[config.mk]
export PLATFORM = sky130hd
export DESIGN_NAME = anti_replay_window
export DESIGN_NICKNAME = d
export VERILOG_FILES = /design/src/sv/arw_pkg.sv /design/src/sv/arw_ram.sv /design/src/sv/arw_word_unit.sv /design/src/sv/anti_replay_window.sv
export SDC_FILE = /design/constraint.sdc
export NUM_CORES = 2
export LEC_CHECK = 0
export BUFFER_PORTS_ARGS = -buffer_cell sky130_fd_sc_hd__buf_2
export CAP_MARGIN = 0
export CELL_PAD_IN_SITES_DETAIL_PLACEMENT = 0
export CELL_PAD_IN_SITES_GLOBAL_PLACEMENT = 2
export CORE_MARGIN = 10
export CORE_UTILIZATION = 50
export CTS_CLUSTER_SIZE = 40
export DETAILED_ROUTE_END_ITERATION = 6
export PLACE_DENSITY_LB_ADDON = 0.1
export SKIP_CTS_REPAIR_TIMING = 1
export SYNTH_ARGS = -nofsm -noshare
export SYNTH_HDL_FRONTEND = slang
export SYNTH_HIERARCHICAL = 1
export SYNTH_SLANG_ARGS = --single-unit
[constraint.sdc]
create_clock -name clk -period 10.6 [get_ports clk]
set_clock_uncertainty 0.05 [all_clocks]
set_input_delay 1.06 -clock clk [delete_from_list [all_inputs] [get_ports clk]]
set_output_delay 1.06 -clock clk [all_outputs]
set_load 0.03 [all_outputs]
[src/sv/arw_pkg.sv]
// Shared constants and types for the anti-replay window block.
package arw_pkg;

	localparam int CNT_W     = 32;
	localparam int WIN_BITS  = 1024;
	localparam int WORD_W    = 32;
	localparam int BIT_W     = $clog2(WORD_W);
	localparam int WIN_WORDS = WIN_BITS / WORD_W;
	localparam int WORD_AW   = $clog2(WIN_WORDS);
	localparam int WIN_LOG   = $clog2(WIN_BITS);
	localparam int WIDX_W    = CNT_W - BIT_W;
	localparam int KIND_W    = 2;

	typedef logic [KIND_W-1:0] kind_t;

	localparam kind_t KIND_CHECK  = 2'd0;
	localparam kind_t KIND_RECORD = 2'd1;
	localparam kind_t KIND_EPOCH  = 2'd2;

	// per-item plan for the word loop: bits to clear and the bit to set
	typedef struct packed {
		logic              active;
		logic [WIDX_W-1:0] lo_word;
		logic [BIT_W-1:0]  lo_bit;
		logic [WIDX_W-1:0] hi_word;
		logic [BIT_W-1:0]  hi_bit;
		logic              set_en;
		logic [WIDX_W-1:0] set_word;
		logic [BIT_W-1:0]  set_bit;
	} span_t;

endpackage

[src/sv/arw_ram.sv]
// Generic single-write, single-read RAM with registered read data.
module arw_ram #(
	parameter int WIDTH = 32,
	parameter int DEPTH = 32,
	localparam int AW = $clog2(DEPTH)
) (
	input  logic             clk,
	input  logic             wr_en,
	input  logic [AW-1:0]    wr_addr,
	input  logic [WIDTH-1:0] wr_data,
	input  logic [AW-1:0]    rd_addr,
	output logic [WIDTH-1:0] rd_data
);

	logic [WIDTH-1:0] mem [DEPTH];

	always_ff @(posedge clk) begin
		if (wr_en) begin
			mem[wr_addr] <= wr_data;
		end
		rd_data <= mem[rd_addr];
	end

endmodule

[src/sv/arw_word_unit.sv]
// Word update unit: clears the skipped range within one bitmap word and sets the item's bit.
module arw_word_unit (
	input  arw_pkg::span_t              span,
	input  logic [arw_pkg::WIDX_W-1:0]  widx,
	input  logic [arw_pkg::WORD_W-1:0]  old_word,
	output logic [arw_pkg::WORD_W-1:0]  new_word,
	output logic                        hit
);
	import arw_pkg::*;

	logic              in_lo;
	logic              in_hi;
	logic [BIT_W-1:0]  lb;
	logic [BIT_W-1:0]  hb;
	logic [WORD_W-1:0] clr;
	logic [WORD_W-1:0] set;

	always_comb begin
		in_lo = (widx >= span.lo_word);
		in_hi = (widx <= span.hi_word);
		lb    = (widx == span.lo_word) ? span.lo_bit : '0;
		hb    = (widx == span.hi_word) ? span.hi_bit : BIT_W'(WORD_W - 1);
		clr   = '0;
		if (span.active && in_lo && in_hi) begin
			clr = ({WORD_W{1'b1}} << lb) & ({WORD_W{1'b1}} >> (BIT_W'(WORD_W - 1) - hb));
		end
		set = '0;
		if (span.set_en && (widx == span.set_word)) begin
			set = WORD_W'(1) << span.set_bit;
		end
		new_word = (old_word & ~clr) | set;
		hit      = old_word[span.set_bit];
	end

endmodule

[src/sv/anti_replay_window.sv]
// Anti-replay window top level: sequencer, highest counter, word valid flags, bitmap RAM.
// An accepted item passes the prep step, the word loop over n bitmap words (1..WIN_WORDS+1), a wait and a done step.
// A new item is taken only once the last result is raised; the done step holds while an unread result is pending.
// The word loop does one read-modify-write of a bitmap word per cycle.
// Reset: asynchronous, active low; an init state sets bit zero of word zero, then ready rises.
module anti_replay_window (
	input  logic                       clk,
	input  logic                       arst_n,
	input  logic                       in_valid,
	output logic                       in_ready,
	input  logic [arw_pkg::KIND_W-1:0] kind,
	input  logic [arw_pkg::CNT_W-1:0]  counter,
	output logic                       out_valid,
	input  logic                       out_ready,
	output logic                       accepted
);
	import arw_pkg::*;

	typedef enum logic [5:0] {
		ST_INIT = 6'b000001,
		ST_IDLE = 6'b000010,
		ST_PREP = 6'b000100,
		ST_LOOP = 6'b001000,
		ST_WAIT = 6'b010000,
		ST_DONE = 6'b100000
	} state_t;

	state_t st_q;

	// control state
	logic [CNT_W-1:0]     highest_q;
	logic [WIN_WORDS-1:0] valid_q;     // word holds RAM data; clear words read as zero
	logic                 s1_vld_q;
	logic                 out_valid_q;

	// item payload and loop registers
	kind_t              kind_q;
	logic [CNT_W-1:0]   cnt_q;
	span_t              span_q;
	logic               gt_q;
	logic               old_q;
	logic               wen_q;
	logic [WIDX_W-1:0]  w_q;
	logic [WIDX_W-1:0]  w_s1;
	logic               last_s1;
	logic               res_q;
	logic               accepted_q;

	// prep arithmetic
	logic [CNT_W:0]     diff;
	logic [CNT_W-1:0]   back;
	logic [CNT_W-1:0]   lo;
	logic [CNT_W-1:0]   hi;
	logic               gt;
	logic               big;
	logic               too_old;
	logic               is_rec;
	logic               is_epoch;
	logic               clear_all;
	span_t              span_d;

	// RAM and word unit
	logic               ram_we;
	logic [WORD_AW-1:0] ram_waddr;
	logic [WORD_W-1:0]  ram_wdata;
	logic [WORD_W-1:0]  ram_rdata;
	logic [WORD_AW-1:0] s1_addr;
	logic [WORD_W-1:0]  old_word;
	logic [WORD_W-1:0]  new_word;
	logic               hit;
	logic               ok;
	logic               out_free;

	assign in_ready  = (st_q == ST_IDLE);
	assign out_valid = out_valid_q;
	assign accepted  = accepted_q;
	assign out_free  = !out_valid_q || out_ready;

	// window bookkeeping: diff > 0 means a newer counter
	always_comb begin
		diff      = {1'b0, cnt_q} - {1'b0, highest_q};
		back      = highest_q - cnt_q;
		gt        = !diff[CNT_W] && (diff[CNT_W-1:0] != '0);
		big       = |diff[CNT_W-1:WIN_LOG];
		too_old   = |back[CNT_W-1:WIN_LOG];
		lo        = highest_q + CNT_W'(1);
		hi        = cnt_q - CNT_W'(1);
		is_rec    = (kind_q == KIND_RECORD);
		is_epoch  = (kind_q == KIND_EPOCH);
		clear_all = is_epoch || (is_rec && gt && big);

		span_d.active   = is_rec && gt && !big;
		span_d.lo_word  = lo[CNT_W-1:BIT_W];
		span_d.lo_bit   = lo[BIT_W-1:0];
		span_d.hi_word  = hi[CNT_W-1:BIT_W];
		span_d.hi_bit   = hi[BIT_W-1:0];
		span_d.set_en   = is_rec || is_epoch;
		span_d.set_word = cnt_q[CNT_W-1:BIT_W];
		span_d.set_bit  = cnt_q[BIT_W-1:0];
	end

	assign s1_addr  = w_s1[WORD_AW-1:0];
	assign old_word = valid_q[s1_addr] ? ram_rdata : '0;
	assign ok       = (kind_q == KIND_EPOCH) || gt_q || (!old_q && !hit);

	arw_word_unit u_word (
		.span     (span_q),
		.widx     (w_s1),
		.old_word (old_word),
		.new_word (new_word),
		.hit      (hit)
	);

	always_comb begin
		ram_we    = 1'b0;
		ram_waddr = s1_addr;
		ram_wdata = new_word;
		if (st_q == ST_INIT) begin
			ram_we    = 1'b1;
			ram_waddr = '0;
			ram_wdata = WORD_W'(1);
		end else if (s1_vld_q && wen_q) begin
			ram_we = 1'b1;
		end
	end

	arw_ram #(
		.WIDTH (WORD_W),
		.DEPTH (WIN_WORDS)
	) u_ram (
		.clk     (clk),
		.wr_en   (ram_we),
		.wr_addr (ram_waddr),
		.wr_data (ram_wdata),
		.rd_addr (w_q[WORD_AW-1:0]),
		.rd_data (ram_rdata)
	);

	// sequencer and control state
	always_ff @(posedge clk or negedge arst_n) begin
		if (!arst_n) begin
			st_q        <= ST_INIT;
			highest_q   <= '0;
			valid_q     <= '0;
			s1_vld_q    <= 1'b0;
			out_valid_q <= 1'b0;
		end else begin
			if (out_valid_q && out_ready) begin
				out_valid_q <= 1'b0;
			end
			s1_vld_q <= (st_q == ST_LOOP);
			if (s1_vld_q && wen_q) begin
				valid_q[s1_addr] <= 1'b1;
			end
			case (st_q)
				ST_INIT: begin
					valid_q[0] <= 1'b1;
					st_q       <= ST_IDLE;
				end
				ST_IDLE: begin
					if (in_valid) begin
						st_q <= ST_PREP;
					end
				end
				ST_PREP: begin
					// whole-bitmap clear by dropping the word flags
					if (clear_all) begin
						valid_q <= '0;
					end
					if (is_epoch || (is_rec && gt)) begin
						highest_q <= cnt_q;
					end
					st_q <= ST_LOOP;
				end
				ST_LOOP: begin
					if (w_q == span_q.set_word) begin
						st_q <= ST_WAIT;
					end
				end
				ST_WAIT: begin
					st_q <= ST_DONE;
				end
				ST_DONE: begin
					if (out_free) begin
						out_valid_q <= 1'b1;
						st_q        <= ST_IDLE;
					end
				end
				default: begin
					st_q <= ST_IDLE;
				end
			endcase
		end
	end

	// item payload, loop index and the word stage
	always_ff @(posedge clk) begin
		if (in_valid && in_ready) begin
			kind_q <= kind;
			cnt_q  <= counter;
		end
		if (st_q == ST_PREP) begin
			span_q <= span_d;
			gt_q   <= gt;
			old_q  <= too_old;
			wen_q  <= is_rec || is_epoch;
			// start at the first skipped word, or straight at the item's word
			w_q    <= span_d.active ? span_d.lo_word : span_d.set_word;
		end
		if (st_q == ST_LOOP) begin
			w_s1    <= w_q;
			last_s1 <= (w_q == span_q.set_word);
			if (w_q != span_q.set_word) begin
				w_q <= w_q + WIDX_W'(1);
			end
		end
		if (s1_vld_q && last_s1) begin
			res_q <= ok;
		end
		if ((st_q == ST_DONE) && out_free) begin
			accepted_q <= res_q;
		end
	end

	// the final word of an item is processed only in the wait step
	assert property (@(posedge clk) disable iff (!arst_n)
		(s1_vld_q && last_s1) |-> (st_q == ST_WAIT))
		else $error("last word stage outside wait step");

	// an epoch start always reports fresh
	assert property (@(posedge clk) disable iff (!arst_n)
		((st_q == ST_WAIT) && (kind_q == KIND_EPOCH)) |=> res_q)
		else $error("epoch start not accepted");

	// only an epoch start may move the highest counter back
	assert property (@(posedge clk) disable iff (!arst_n)
		((st_q == ST_PREP) && (kind_q != KIND_EPOCH)) |=> (highest_q >= $past(highest_q)))
		else $error("highest counter moved back");

	// a result is raised only from the done step, once the loop has finished
	assert property (@(posedge clk) disable iff (!arst_n)
		$rose(out_valid_q) |-> ($past(st_q) == ST_DONE))
		else $error("result raised outside done step");

endmodule
==> out/summary.txt <==
CP max stage cell - buf_4
initial antenna violation count - 6
Placed Area - 61730 sq um
Syn Nets - 4542
Max VDD drop - 189.0 uV
Crit Path Category - reg -> reg
Cell variety after synth - 97
Arr. time, crit path - 5.44 ns
CP Data Required Time - 11.20 ns
CTS buffer count - 140
crit end category - flop
Root Buffer - clkbuf_16
unrepaired setup endpoints after global routing - no
CORE AREA - 118600 sq um
Top-Level Pins - 41
commonest non-fill, non-tap cell in the layout - edfxtp_1
Mapped Cells - 4380
Tmin final - 4.838 ns
CTS tree - built
crit start category - flop
DRC - 0
global-route wire length before repair - 249100 um
Sinks on Clock Net - 1319
largest cells by area after synthesis - edfxtp_1 60%, mux2i_1 9.2%, dfrtp_1 3.0%, ha_1 2.6%, a21oi_1 2.0%
vias per cell - 6.148
FF+latch count, synth - 1319
post-synth top area cell - edfxtp_1
number of flops mapped to enable cells by yosys - 1188
Max stage delay on crit path - 0.54 ns
Site Rows - 126
Final period util - 45.64%
post-route antenna net violation count - 0
commonest non-fill, non-tap cells in the layout - 1188 x edfxtp_1, 550 x mux2i_1, 281 x nand2_1
clk slew on worst S/H paths - 0.06 ns
gr ovfl total - 0
Die ar. - 134000 sq um
1st-pass router iterations - 5
I/O Buffers - 40
chip height - 366.1 um
share of cells above drive strength 1 - 8.907%
Yosys top cell area share - 59.56%
leakage power - 23.25 nW
synthesized area - 59890 sq um
final WL - 171000 um
Ys Warns - 6
fin util - 55.68%
H-tree depth - 4
Max Cap Viol - 0
Final Hold Fails - 0
Global Route Usage Sum - 24.89%
die extent in x - 366.1 um
Routability Congestion - 0.8986
critical-path cell list - inv_1 > ha_1 > inv_1 > fa_1 > a21o_1 > a221o_1 > a211oi_2 > nor3_1 > a2111o_1 > nor4_1 > nand4_1 > nor4_4 > buf_4 > mux2i_1 > o221ai_1
ys flop type - edfxtp_1
Hold Path Class - in -> async
largest net degree at the start of global routing - 125
Power Total - 13.23 mW
Async S/R FF share, synth - 5.459%
Area Overhead vs Synth - 10.21%
slew margin rel. - 20.18%
Max clock buf depth - 3
status - complete, no violations
pre-CTS WS - 5.762 ns
Worst R2R Path Depth - 15
initial drt markers - 3964
critical path peak fanout - 28
Final TNS setup - 0 ns
CP delay by family, top - compound AO/OA/AOI/OAI gates
most used cell, CP - inv_1
Final HPWL DP - 100600 um
DR vias - 37540
vias in the first global route - 35820
final count of pins violating max slew - 0
Max Fclk - 206.7 MHz
Setup Viol. Count Final - 0
setup ws final - 5.762 ns
fin area - 66010 sq um
WL/cell - 28.01 um
Skew-Pair Late Insertion Delay - 0.79 ns
Net count, final - 4554
Initial Util - 50.52%
Worst-Margin Slew - 1.188 ns
total power per unit cell area - 200.4 nW/um^2
sequential share of the synthesized area - 64.54%
Crit path depth - 15
Critical path buffers and inverters - 3
Post-Syn Area per Cell - 13.67 sq um
-- final timing paths --
| check | startpoint | to | slack, ns |
|---|---|---|---|
| max reg2reg | cnt_q[0]$_DFFE_PP_ | w_q[8]$_DFF_P_ | 5.76 |
| min reg2reg | res_q$_DFFE_PP_ | accepted$_DFFE_PP_ | 0.44 |
| min in group clk | counter[25] | cnt_q[25]$_DFFE_PP_ | 0.41 |
| max | cnt_q[0]$_DFFE_PP_ | w_q[8]$_DFF_P_ | 5.76 |
| max in group asynchronous | arst_n | highest_q[0]$_DFFE_PN0P_ | 9.26 |
| min | arst_n | valid_q[11]$_DFF_PN0_ | 0.21 |
-- power breakdown --
part	internal, mW	switching (mW)	total, mW
combinational	1.00	1.63	2.63
clock	2.55	2.04	4.59
sequential	5.78	0.224	6.00
total	9.33	3.90	13.2
-- synthesized netlist by cell type, drive strengths merged, types with 34 or more instances --
cell type  number
inv           153
a21o           43
o311ai         34
nand2         284
nor4           36
mux2i         550
clkbuf        133
a22oi         108
xor2           41
a21oi         242
nand4          45
a22o           73
a221oi         38
a31oi          42
buf           106
dfxtp          59
xnor2          99
o21ai          97
and2           85
edfxtp       1188
ha            123
nand3         143
nor2          196
nor3           77
and3           54
dfrtp          71
-- per-layer routing --
metal  part of all wire (%)  vias up  global-route usage [%]
met1                     46    19220                   37.38
li1                       -    16800                       -
met3                    6.7      212                   3.905
met5                      0        -                       0
met2                     45     1304                   37.65
met4                    2.0        0                   6.174
-- layout make-up --
cell class / count / area [sq um]
clock buffers: 190 / 3741
diodes: 3 / 7.507
fillers: 9648 / 52540
flip-flops and latches: 1319 / 38660
inverters: 153 / 579.3
multi-input cells: 2669 / 19700
repair buffers: 109 / 783.3
clock inverters: 62 / 534.3
well taps: 1600 / 2002
-- kinds of logic (layout without fill, tap and decap cells) --
logic type,after synthesis,after routing,share of synthesized area [%]
compound gates,832,832,9.632
xor+xnor,140,140,2.047
fa+ha+maj,124,124,2.603
buf+inv,392,514,3.069
flops,1319,1319,64.54
mux,568,568,9.868
other cells,1,4,0.006261
simple gates,1004,1004,8.231
-- worst reg2reg max path, delay by kind of cell, from the launching register on --
family	cells	cell delay, ns
AOI/OAI and AO/OA	5	1.56
DFF	1	0.49
muxes	1	0.28
and+or+nand+nor	4	1.00
buffers and inverters	3	0.78
adders and majority gates	2	0.59
-- metrics by stage --
step	std cells	hold WS, ns
2_1_floorplan	4380	0.3503
3_3_place_gp	5850	0.4199
3_5_place_dp	5850	0.4296
4_1_cts	6102	0.1742
5_1_grt	6103	0.2286
6_report	6105	0.2150
-- state kept, by name, indices dropped and copies added (netlist names), 2 cells and up --
signal         flops
cnt_q             32
highest_q         32
kind_q             2
span_q            97
st_q               6
u_ram/mem       1024
u_ram/rd_data     32
valid_q           32
w_q               27
w_s1              27
Power figures use the tool's default switching activity.
